===== config.mk =====
export PLATFORM = sky130hd
export DESIGN_NAME = pulse_width_ir_frame_sender_flat
export DESIGN_NICKNAME = d
export VERILOG_FILES = /design/src/hdl/pwfs_pkg.sv /design/src/hdl/pwfs_ifs.sv /design/src/hdl/pulse_width_ir_frame_sender.sv /design/src/hdl/pwfs_regs.sv /design/src/hdl/pwfs_core.sv /design/src/hdl/pwfs_obuf.sv /design/src/flat_wrapper.sv
export SDC_FILE = /design/constraint.sdc
export NUM_CORES = 1
export LEC_CHECK = 0
export BUFFER_PORTS_ARGS = -buffer_cell sky130_fd_sc_hd__buf_4
export CORE_MARGIN = 2
export CORE_UTILIZATION = 30
export CTS_BUF_LIST = sky130_fd_sc_hd__clkbuf_4
export CTS_CLUSTER_DIAMETER = 150
export DETAILED_ROUTE_END_ITERATION = 8
export PLACE_DENSITY = 0.45
export SYNTH_ARGS = -nofsm -noshare
export SYNTH_HDL_FRONTEND = slang
export SYNTH_SLANG_ARGS = --single-unit

===== constraint.sdc =====
create_clock -name clk -period 7.08 [get_ports clk]
set_input_delay 0 -clock clk [delete_from_list [all_inputs] [get_ports clk]]
set_output_delay 0 -clock clk [all_outputs]
set_load 0.005 [all_outputs]

===== src/hdl/pwfs_pkg.sv =====
package pwfs_pkg;

  // Width of the segment tick counter.
  localparam int TICK_W = 8;
  // Config registers are eight bits wide.
  localparam int CFG_W = 8;
  localparam int CFG_NUM = 4;
  localparam int CFG_IDX_W = $clog2(CFG_NUM);
  localparam int FRAME_BITS = 32;
  localparam int BITS_W = $clog2(FRAME_BITS) + 1;
  // Common width for the clamp compare.
  localparam int CMP_W = (TICK_W > CFG_W) ? TICK_W : CFG_W;

  typedef logic [TICK_W-1:0] tick_t;
  typedef logic [CFG_W-1:0] cfg_word_t;
  typedef logic [CFG_IDX_W-1:0] cfg_idx_t;
  typedef logic [BITS_W-1:0] bits_t;

  localparam tick_t TICK_MAX = '1;
  localparam bits_t BITS_FULL = BITS_W'(FRAME_BITS);

  // Register indexes.
  localparam cfg_idx_t REG_MARKER_HIGH = CFG_IDX_W'(0);
  localparam cfg_idx_t REG_GAP_LOW = CFG_IDX_W'(1);
  localparam cfg_idx_t REG_ZERO_HIGH = CFG_IDX_W'(2);
  localparam cfg_idx_t REG_ONE_HIGH = CFG_IDX_W'(3);

  // Input function codes.
  localparam logic FUNC_TICK = 1'b0;
  localparam logic FUNC_LOAD = 1'b1;

  typedef enum logic [2:0] {
    PH_IDLE = 3'd0,
    PH_START_HIGH = 3'd1,
    PH_START_GAP = 3'd2,
    PH_BIT_HIGH = 3'd3,
    PH_BIT_GAP = 3'd4,
    PH_END_HIGH = 3'd5
  } phase_t;

  typedef struct packed {
    cfg_word_t marker_high_ticks;
    cfg_word_t gap_low_ticks;
    cfg_word_t zero_high_ticks;
    cfg_word_t one_high_ticks;
  } cfg_t;

  typedef struct packed {
    logic line_level;
    logic busy_res;
    logic frame_done;
    logic load_rejected;
    logic [31:0] frame_word;
  } res_t;

  // Zero acts as one tick; values past the counter range saturate.
  function automatic tick_t clamp_ticks(input cfg_word_t v);
    logic [CMP_W-1:0] vx;
    vx = CMP_W'(v);
    if (vx == '0) return tick_t'(1);
    if (vx > CMP_W'(TICK_MAX)) return TICK_MAX;
    return tick_t'(vx);
  endfunction

endpackage


===== src/hdl/pwfs_ifs.sv =====
interface pwfs_in_if;
  logic valid;
  logic ready;
  logic func;
  logic [7:0] first_byte;
  logic [7:0] second_byte;
  logic [7:0] third_byte;

  modport source (output valid, func, first_byte, second_byte, third_byte, input ready);
  modport sink (input valid, func, first_byte, second_byte, third_byte, output ready);
endinterface

interface pwfs_out_if;
  logic valid;
  logic ready;
  logic line_level;
  logic busy_res;
  logic frame_done;
  logic load_rejected;
  logic [31:0] frame_word;

  modport source (output valid, line_level, busy_res, frame_done, load_rejected, frame_word,
                  input ready);
  modport sink (input valid, line_level, busy_res, frame_done, load_rejected, frame_word,
                output ready);
endinterface


===== src/hdl/pulse_width_ir_frame_sender.sv =====
// Pulse-width IR frame sender.
// item channel (sink): func=1 loads a frame from three bytes (checksum byte is
//   their XOR, low byte of the word); func=0 is one timing tick.
// result channel (source): one word per item with line level, busy, frame
//   done, load rejected and the current frame word.
// cfg port: cfg_we/cfg_index/cfg_data write the four tick-count registers
//   (start/end mark, gap, zero mark, one mark); write only while idle.
// Output: an accepted item's result is registered in the output buffer behind
//   any waiting result. Throughput: one item per cycle while the skid slot is
//   free; the single decrement-and-select frame update never limits the rate.
// Stall: a two-word output buffer (output register plus skid) lets one more
//   item in while a result waits; ready drops only once both are full.
// Reset (rst, synchronous): line low, idle, frame word zero, registers back
//   to 16/1/2/8 ticks, output buffer empty.
module pulse_width_ir_frame_sender (
  input  logic                clk,
  input  logic                rst,
  pwfs_in_if.sink             item,
  pwfs_out_if.source          result,
  input  logic                cfg_we,
  input  pwfs_pkg::cfg_idx_t  cfg_index,
  input  pwfs_pkg::cfg_word_t cfg_data
);

  pwfs_pkg::cfg_t cfg;
  pwfs_pkg::res_t res;
  logic room;
  logic accept;

  // an item is taken whenever the skid slot is free
  assign item.ready = room;
  assign accept = item.valid && room;

  pwfs_regs u_regs (
    .clk(clk),
    .rst(rst),
    .cfg_we(cfg_we),
    .cfg_index(cfg_index),
    .cfg_data(cfg_data),
    .cfg(cfg)
  );

  // frame state machine plus result computation
  pwfs_core u_core (
    .clk(clk),
    .rst(rst),
    .accept(accept),
    .func(item.func),
    .first_byte(item.first_byte),
    .second_byte(item.second_byte),
    .third_byte(item.third_byte),
    .cfg(cfg),
    .res(res)
  );

  pwfs_obuf u_obuf (
    .clk(clk),
    .rst(rst),
    .push(accept),
    .din(res),
    .room(room),
    .out(result)
  );

  // backpressure only when a result is already waiting
  a_ready_means_full: assert property (@(posedge clk) disable iff (rst)
    !item.ready |-> result.valid) else $error("ready low with empty output");

  // line is only driven high during a frame
  a_line_busy: assert property (@(posedge clk) disable iff (rst)
    result.valid && result.line_level |-> result.busy_res)
    else $error("line high while idle");

  // end of frame leaves the block idle with the line low
  a_done_idle: assert property (@(posedge clk) disable iff (rst)
    result.valid && result.frame_done |-> !result.busy_res && !result.line_level)
    else $error("frame done while busy");

  // a rejected load only happens mid-frame
  a_reject_busy: assert property (@(posedge clk) disable iff (rst)
    result.valid && result.load_rejected |-> result.busy_res)
    else $error("load rejected while idle");

endmodule


===== src/hdl/pwfs_regs.sv =====
module pwfs_regs (
  input  logic               clk,
  input  logic               rst,
  input  logic               cfg_we,
  input  pwfs_pkg::cfg_idx_t cfg_index,
  input  pwfs_pkg::cfg_word_t cfg_data,
  output pwfs_pkg::cfg_t     cfg
);

  always_ff @(posedge clk) begin
    if (rst) begin
      cfg.marker_high_ticks <= pwfs_pkg::cfg_word_t'(16);
      cfg.gap_low_ticks <= pwfs_pkg::cfg_word_t'(1);
      cfg.zero_high_ticks <= pwfs_pkg::cfg_word_t'(2);
      cfg.one_high_ticks <= pwfs_pkg::cfg_word_t'(8);
    end else if (cfg_we) begin
      case (cfg_index)
        pwfs_pkg::REG_MARKER_HIGH: cfg.marker_high_ticks <= cfg_data;
        pwfs_pkg::REG_GAP_LOW: cfg.gap_low_ticks <= cfg_data;
        pwfs_pkg::REG_ZERO_HIGH: cfg.zero_high_ticks <= cfg_data;
        pwfs_pkg::REG_ONE_HIGH: cfg.one_high_ticks <= cfg_data;
        default: ;
      endcase
    end
  end

endmodule


===== src/hdl/pwfs_core.sv =====
module pwfs_core (
  input  logic           clk,
  input  logic           rst,
  input  logic           accept,
  input  logic           func,
  input  logic [7:0]     first_byte,
  input  logic [7:0]     second_byte,
  input  logic [7:0]     third_byte,
  input  pwfs_pkg::cfg_t cfg,
  output pwfs_pkg::res_t res
);

  pwfs_pkg::phase_t phase, phase_next;
  pwfs_pkg::tick_t ticks_left, ticks_left_next, ticks_dec;
  logic [31:0] shift_word, shift_word_next;
  logic [31:0] frame_copy, frame_copy_next;
  pwfs_pkg::bits_t bits_left, bits_left_next, bits_dec;
  logic line_reg, line_reg_next;
  logic done, rejected;
  pwfs_pkg::tick_t bit_ticks;

  assign ticks_dec = ticks_left - pwfs_pkg::tick_t'(1);
  assign bits_dec = bits_left - pwfs_pkg::bits_t'(1);

  always_comb begin
    phase_next = phase;
    ticks_left_next = ticks_left;
    shift_word_next = shift_word;
    frame_copy_next = frame_copy;
    bits_left_next = bits_left;
    line_reg_next = line_reg;
    done = 1'b0;
    rejected = 1'b0;
    bit_ticks = pwfs_pkg::clamp_ticks(shift_word[0] ? cfg.one_high_ticks : cfg.zero_high_ticks);
    if (func == pwfs_pkg::FUNC_LOAD) begin
      if (phase != pwfs_pkg::PH_IDLE) begin
        rejected = 1'b1;
      end else begin
        frame_copy_next = {first_byte, second_byte, third_byte,
                           first_byte ^ second_byte ^ third_byte};
        shift_word_next = frame_copy_next;
        bits_left_next = '0;
        phase_next = pwfs_pkg::PH_START_HIGH;
        line_reg_next = 1'b1;
        ticks_left_next = pwfs_pkg::clamp_ticks(cfg.marker_high_ticks);
      end
    end else if (phase != pwfs_pkg::PH_IDLE) begin
      ticks_left_next = ticks_dec;
      if (ticks_dec == '0) begin
        case (phase)
          pwfs_pkg::PH_START_HIGH: begin
            phase_next = pwfs_pkg::PH_START_GAP;
            line_reg_next = 1'b0;
            ticks_left_next = pwfs_pkg::clamp_ticks(cfg.gap_low_ticks);
          end
          pwfs_pkg::PH_START_GAP: begin
            bits_left_next = pwfs_pkg::BITS_FULL;
            phase_next = pwfs_pkg::PH_BIT_HIGH;
            line_reg_next = 1'b1;
            ticks_left_next = bit_ticks;
          end
          pwfs_pkg::PH_BIT_HIGH: begin
            phase_next = pwfs_pkg::PH_BIT_GAP;
            line_reg_next = 1'b0;
            ticks_left_next = pwfs_pkg::clamp_ticks(cfg.gap_low_ticks);
          end
          pwfs_pkg::PH_BIT_GAP: begin
            shift_word_next = shift_word >> 1;
            bits_left_next = bits_dec;
            line_reg_next = 1'b1;
            if (bits_dec == '0) begin
              phase_next = pwfs_pkg::PH_END_HIGH;
              ticks_left_next = pwfs_pkg::clamp_ticks(cfg.marker_high_ticks);
            end else begin
              // next bit is shift_word[1] before the shift lands
              phase_next = pwfs_pkg::PH_BIT_HIGH;
              ticks_left_next = pwfs_pkg::clamp_ticks(shift_word[1] ? cfg.one_high_ticks
                                                                    : cfg.zero_high_ticks);
            end
          end
          default: begin
            phase_next = pwfs_pkg::PH_IDLE;
            line_reg_next = 1'b0;
            ticks_left_next = '0;
            done = 1'b1;
          end
        endcase
      end
    end
  end

  always_comb begin
    res.line_level = line_reg_next;
    res.busy_res = (phase_next != pwfs_pkg::PH_IDLE);
    res.frame_done = done;
    res.load_rejected = rejected;
    res.frame_word = frame_copy_next;
  end

  always_ff @(posedge clk) begin
    if (rst) begin
      phase <= pwfs_pkg::PH_IDLE;
      ticks_left <= '0;
      shift_word <= '0;
      frame_copy <= '0;
      bits_left <= '0;
      line_reg <= 1'b0;
    end else if (accept) begin
      phase <= phase_next;
      ticks_left <= ticks_left_next;
      shift_word <= shift_word_next;
      frame_copy <= frame_copy_next;
      bits_left <= bits_left_next;
      line_reg <= line_reg_next;
    end
  end

endmodule


===== src/hdl/pwfs_obuf.sv =====
module pwfs_obuf (
  input  logic           clk,
  input  logic           rst,
  input  logic           push,
  input  pwfs_pkg::res_t din,
  output logic           room,
  pwfs_out_if.source     out
);

  logic out_valid, skid_valid;
  pwfs_pkg::res_t out_data, skid_data;
  logic take, out_free;

  assign take = out_valid && out.ready;
  assign out_free = !out_valid || take;
  assign room = !skid_valid;

  always_ff @(posedge clk) begin
    if (rst) begin
      out_valid <= 1'b0;
      skid_valid <= 1'b0;
    end else if (out_free) begin
      out_valid <= skid_valid || push;
      skid_valid <= skid_valid && push;
    end else if (push) begin
      skid_valid <= 1'b1;
    end
  end

  always_ff @(posedge clk) begin
    if (out_free) begin
      if (skid_valid) begin
        out_data <= skid_data;
        if (push) skid_data <= din;
      end else if (push) begin
        out_data <= din;
      end
    end else if (push) begin
      skid_data <= din;
    end
  end

  assign out.valid = out_valid;
  assign out.line_level = out_data.line_level;
  assign out.busy_res = out_data.busy_res;
  assign out.frame_done = out_data.frame_done;
  assign out.load_rejected = out_data.load_rejected;
  assign out.frame_word = out_data.frame_word;

endmodule


===== src/flat_wrapper.sv =====
// flat-port wrapper written by rule: the top's interface ports become plain ports
module pulse_width_ir_frame_sender_flat 
  (clk, rst, cfg_we, cfg_index, cfg_data, item_valid, item_func, item_first_byte, item_second_byte, item_third_byte, item_ready, result_valid, result_line_level, result_busy_res, result_frame_done, result_load_rejected, result_frame_word, result_ready);
  pwfs_in_if item_i ();
  pwfs_out_if result_i ();
  input  logic clk;
  input  logic rst;
  input  logic cfg_we;
  input  pwfs_pkg::cfg_idx_t cfg_index;
  input  pwfs_pkg::cfg_word_t cfg_data;
  input wire logic [$bits(item_i.valid)-1:0] item_valid;
  input wire logic [$bits(item_i.func)-1:0] item_func;
  input wire logic [$bits(item_i.first_byte)-1:0] item_first_byte;
  input wire logic [$bits(item_i.second_byte)-1:0] item_second_byte;
  input wire logic [$bits(item_i.third_byte)-1:0] item_third_byte;
  output wire logic [$bits(item_i.ready)-1:0] item_ready;
  output wire logic [$bits(result_i.valid)-1:0] result_valid;
  output wire logic [$bits(result_i.line_level)-1:0] result_line_level;
  output wire logic [$bits(result_i.busy_res)-1:0] result_busy_res;
  output wire logic [$bits(result_i.frame_done)-1:0] result_frame_done;
  output wire logic [$bits(result_i.load_rejected)-1:0] result_load_rejected;
  output wire logic [$bits(result_i.frame_word)-1:0] result_frame_word;
  input wire logic [$bits(result_i.ready)-1:0] result_ready;
  assign item_i.valid = item_valid;
  assign item_i.func = item_func;
  assign item_i.first_byte = item_first_byte;
  assign item_i.second_byte = item_second_byte;
  assign item_i.third_byte = item_third_byte;
  assign item_ready = item_i.ready;
  assign result_valid = result_i.valid;
  assign result_line_level = result_i.line_level;
  assign result_busy_res = result_i.busy_res;
  assign result_frame_done = result_i.frame_done;
  assign result_load_rejected = result_i.load_rejected;
  assign result_frame_word = result_i.frame_word;
  assign result_i.ready = result_ready;
  pulse_width_ir_frame_sender u_core (.clk(clk), .rst(rst), .item(item_i), .result(result_i), .cfg_we(cfg_we), .cfg_index(cfg_index), .cfg_data(cfg_data));
endmodule

# == Word-level counts from Yosys, hierarchy flattened ==
# Cells that the tools add are included.
# classes
n_reduce_logical,32
bitwise_logic,2
muxes,118
add_sub_neg,2
n_lt_le_gt_ge,4
n_eq_ne,9
# op_table
cell,count
32-bit two-way mux,7
8-bit two-way mux,27
36-bit two-way mux,5
1-bit two-way mux,67
8-bit logical NOT,5
8-bit > comparator (second input constant),4
8-bit case mux with 4 select lines,1
6-bit two-way mux,4
8-bit bitwise XOR,2
3-bit two-way mux,5
3-bit case mux with 4 select lines,1
6-bit case mux with 2 select lines,1
2-bit AND reduction,5
5-bit AND reduction,2
2-bit nonzero test,5
3-bit nonzero test,3
8-bit by 1-bit subtractor with 8-bit output (second input constant),1
3-bit by 2-bit equality test with 1-bit output (second input constant),2
6-bit logical NOT,1
6-bit by 1-bit subtractor with 6-bit output (second input constant),1
2-bit equality test (second input constant),2
2-bit inequality test (second input constant),2
4-bit OR reduction,1
3-bit by 1-bit equality test with 1-bit output (second input constant),1
8 further kinds,12
# totals
register_bits,188

# == Depth between registers and ports, before layout ==
# logic_depth
ltp_word,21
ltp_mapped,10
ltp_nobuf,8

# == By module ==
# A second synthesis with hierarchy kept.
# unflattened
cells_unflattened,804
area_unflattened_um2,9077.5
# modules_own_cells
mod,cells_per_inst,area_each_um2,instances,seq_area_each_um2
pwfs_core,556,4899.7,1,1641.6
pwfs_obuf,125,2872.8,1,2202.1
pwfs_regs,122,1298.7,1,640.6
pulse_width_ir_frame_sender,1,6.3,1,0.0

# == Worst setup path before layout ==
# No wires, ideal clock.
# synth_timing
path_type,register to register
from,reg u_core.u_obuf.skid_valid
to,"reg u_core.u_obuf.skid_data[0] (netlist bit), enable pin"
arrival_time_ns,2.492
setup_ns,0.429
required_ns,6.651
n_path_buf,2
stages_incl_launch_ff,6
setup_slack_ns,4.159
period_less_slack_ns,2.921
cell_sequence,dfxtp_1 inv_2 nand2_1 clkbuf_1 buf_1 nor2_1
# synth_via
elab_chain_cells,1
# synth_rtl
item,line,rtl
from (decl),pwfs_obuf.sv:10,"logic out_valid, skid_valid;"
from (signal assigned),pwfs_obuf.sv:24,skid_valid <= skid_valid && push;
2-bit inequality test (no source line),-,
to (signal assigned),pwfs_obuf.sv:34,if (push) skid_data <= din;
to (signal assigned),pwfs_obuf.sv:39,skid_data <= din;
to (decl),pwfs_obuf.sv:11,"pwfs_pkg::res_t out_data, skid_data;"
# Every way passes these cells.
# A chain may end at the register's enable or synchronous reset.

# == Worst setup path after layout ==
# layout_timing
from,reg u_core.u_core.phase[2]
to,reg u_core.u_core.shift_word[16]
# layout_via
elab_chain_cells,3
# layout_rtl
item,line,rtl
from (decl),pwfs_core.sv:13,"pwfs_pkg::phase_t phase, phase_next;"
from (signal assigned),pwfs_core.sv:102,phase <= pwfs_pkg::PH_IDLE;
from (signal assigned),pwfs_core.sv:109,phase <= phase_next;
3-bit equality test / 3-bit nonzero test (equally long branches),"pwfs_core.sv:50, pwfs_core.sv:36, pwfs_core.sv:47",
2-bit nonzero test (no source line) / 2-bit inequality test (equally long branches),-,
5-bit AND reduction (no source line) *,-,
to (signal assigned),pwfs_core.sv:111,shift_word <= shift_word_next;
to (decl),pwfs_core.sv:15,"logic [31:0] shift_word, shift_word_next;"
# Mark *: on every way between the ends. The rest lies on a longest branch, timed or not.

==> results.txt <==
CTS sink cnt - 188
WP data required - 7570 ps
Max-cap violations - 0
skew final - 23.69 ps
die height - 172.6 µm
min Tclk post-route - 2863 ps
Pwr Density - 220.3 nW/µm²
H-tree levels - 4
post-route insts no fill - 1,338
post-synthesis area per instance - 10.09 µm²
Syn Nets - 890
r2r setup slk - 4220 ps
worst reg2reg startpoint - u_core.u_core.phase[2]$_SDFFE_PP0P_
Static Leak - 3.772 nW
reg2reg end - u_core.u_core.shift_word[16]$_SDFFE_PP0P_
routed wire length - 21.81 mm
vias - 6,386
TritonCTS clock tree - built
final setup TNS - 0 ps
number of buffers added on ports - 77
Cell Area, Placed - 9443 µm²
Slew HR - 0.2594
CP Max Fanout - 63
endpoint class of the critical path - register
CP Launch Type - register
Clock Path Buffers - 2
met2 global-route usage - 0.2267
Synth area leader - dfxtp_1
R2R cell count - 9
register area share after synthesis - 0.5261
largest net degree at the start of global routing - 76
register bit total from synthesis - 188
final hold viol count - 0
Distinct cells, synth - 59
GRT Total Usage - 0.1460
final period utilization - 0.4043
Num CTS Buffers - 17
worst skew pair latency - 590 ps
share of layout cells above drive strength 1 - 0.2023
Congestion Overflow GR - 0
GP Congestion - 0.8317
Top FF cell, synth - dfxtp_1
io pins - 78
run status - completed
initial antenna violation count - 1
Worst Hold Class - in -> reg
number of vias per cell - 4.773
vias in the first global route - 6,111
Die X - 172.6 µm
largest cells by area after synthesis - dfxtp_1 (27%), edfxtp_1 (25%), mux2_2 (8.6%)
M3 GR Usage - 0.02946
Cells after Synth - 845
RSZ-0062 raised after global routing - no
Post-synth EDFFs - 72
initial DRC count - 358
top cell type's share of synthesized area - 0.2724
Largest register FFs - 36
worst-margin pin slew - 1108 ps
Crit path arrival time - 3350 ps
fraction of registers with async set/reset - 0
fmax - 349.3 MHz
Most Crowded Layer GR - met2
Setup CP Type - reg -> reg
most instantiated cells after synthesis - nor2_1 (135), dfxtp_1 (116), nand2_1 (81), edfxtp_1 (72), mux2_2 (65)
remaining antenna violation count after routing - 0
synthesized area - 8524 µm²
Worst VDD drop - 110.6 µV
drt drc - 0
worst setup path endpoint - u_core.u_core.shift_word[16]$_SDFFE_PP0P_
Core Box Area - 27,860 µm²
Final Max Slew Viols - 0
Final nets - 991
area grow syn2layout - 20.18%
Root Buffer - clkbuf_4
number of iterations in the first detailed-routing pass - 4
num rows - 61
most flop-heavy register - u_core.u_obuf.skid_data
Synth warnings - 0
final instance area - 10,240 µm²
Placed Cells - 1,256
setup violators final - 0
full die area - 29,780 µm²
CTS clk-pin slew, worst paths - 180 ps
global-route wire length before repair - 34.81 mm
Worst Setup SP - u_core.u_core.phase[2]$_SDFFE_PP0P_
GR Layer Usage met1 - 0.2112
Initial Util - 0.3060
WL per Instance - 16.30 µm
fill cell count - 2,840
Post-DP HPWL - 14.39 mm
top-count cell post-synth - nor2_1
[repair_timing]
item / in CTS / in global routing
hold endpoints to repair: 154 / 0
hold buffers: 49 / 0
endpoints found under the setup margin: 0 / 0
buffers inserted: 0 / 0
gates resized for setup: 0 / 0
[routing by layer]
layer	share of wire	vias up
met5	0	-
met4	0.0073	0
met3	0.029	10
met2	0.45	91
met1	0.52	3028
li1	-	3257
[cells in the final DEF (no fill, tap or decap), drive strengths merged, types with 4 or more instances in the layout]
| cell type | instances |
|---|---|
| dlygate4sd3 | 49 |
| nor4 | 8 |
| or2 | 4 |
| ha | 5 |
| nand3b | 5 |
| inv | 18 |
| dfxtp | 116 |
| nand2b | 7 |
| a221oi | 4 |
| clkinv | 6 |
| clkbuf | 17 |
| xor2 | 11 |
| o221ai | 4 |
| a21oi | 49 |
| xnor2 | 11 |
| nand2 | 81 |
| buf | 84 |
| a211oi | 33 |
| o21ai | 24 |
| nand3 | 5 |
| nor2 | 135 |
| mux2 | 65 |
| edfxtp | 72 |
| o31ai | 4 |
| a21o | 4 |
| nor2b | 6 |
| mux2i | 42 |
| nor3 | 44 |
[worst min-delay path by stage]
stage,startpoint,end,slack (ps),cells after the start
after global placement,cfg_data[1],u_core.u_regs.cfg[9]$_SDFFE_PP1P_,250,3
after floorplan,cfg_data[4],u_core.u_regs.cfg[28]$_SDFFE_PP1P_,120,1
after global routing,item_func,u_core.u_core.shift_word[27]$_SDFFE_PP0P_,40,3
after detailed placement,cfg_data[1],u_core.u_regs.cfg[9]$_SDFFE_PP1P_,250,3
final,item_func,u_core.u_core.ticks_left[3]$_SDFFE_PP0P_,70,3
after CTS,item_func,u_core.u_core.shift_word[12]$_SDFFE_PP0P_,30,3
[critical path, stage by stage, from the launching register on]
cell	delay, ps
dfxtp_1	440
nor3_1	470
inv_1	110
ha_1	310
and2_1	300
nand2_1	160
o41ai_4	100
buf_4	540
nor2_1	80
a211oi_1	240
[per-stage QoR]
stage,power (mW),utilization,setup WS [ps],hold slack (ps)
after detailed placement,1.637,0.3390,4255,249.3
after floorplan,1.502,-,4159,117.9
after global routing,2.368,0.3678,3893,39.81
after global placement,1.635,0.3390,4285,245.2
final,2.257,0.3678,4217,65.63
after CTS,2.285,0.3677,4194,30.02
[kinds of logic (layout without fill, tap and decap cells)]
logic type      after synthesis  in the layout  share of synthesized area
xor+xnor                     22             22                    0.02260
simple gates                318            318                     0.1681
mux                         107            107                     0.1352
flops                       188            188                     0.5261
buf+inv                      60            174                    0.02774
other cells                   0              1                          0
compound gates              145            145                     0.1130
fa+ha+maj                     5              5                   0.007339
[power breakdown]
part	internal, mW	switching, mW	leakage [nW]	total (mW)
sequential	1.21	0.0401	1.64	1.25
combinational	0.179	0.205	1.96	0.384
clock	0.172	0.455	0.166	0.627
total	1.56	0.700	3.77	2.26
[area by class of cell]
type                       instances  area, µm²  share of cell area
timing repair buffer             133       1121              0.1094
sequential                       188       4484              0.4377
tap                              378      473.0             0.04617
inverter                           9      33.78            0.003298
clock buffer                      17      127.6             0.01246
multi-input combinational        597       3821              0.3730
clock inverter                    15      181.4             0.01771
antenna                            1      2.502           0.0002443
Note: power is estimated with default switching activity, not from simulation.
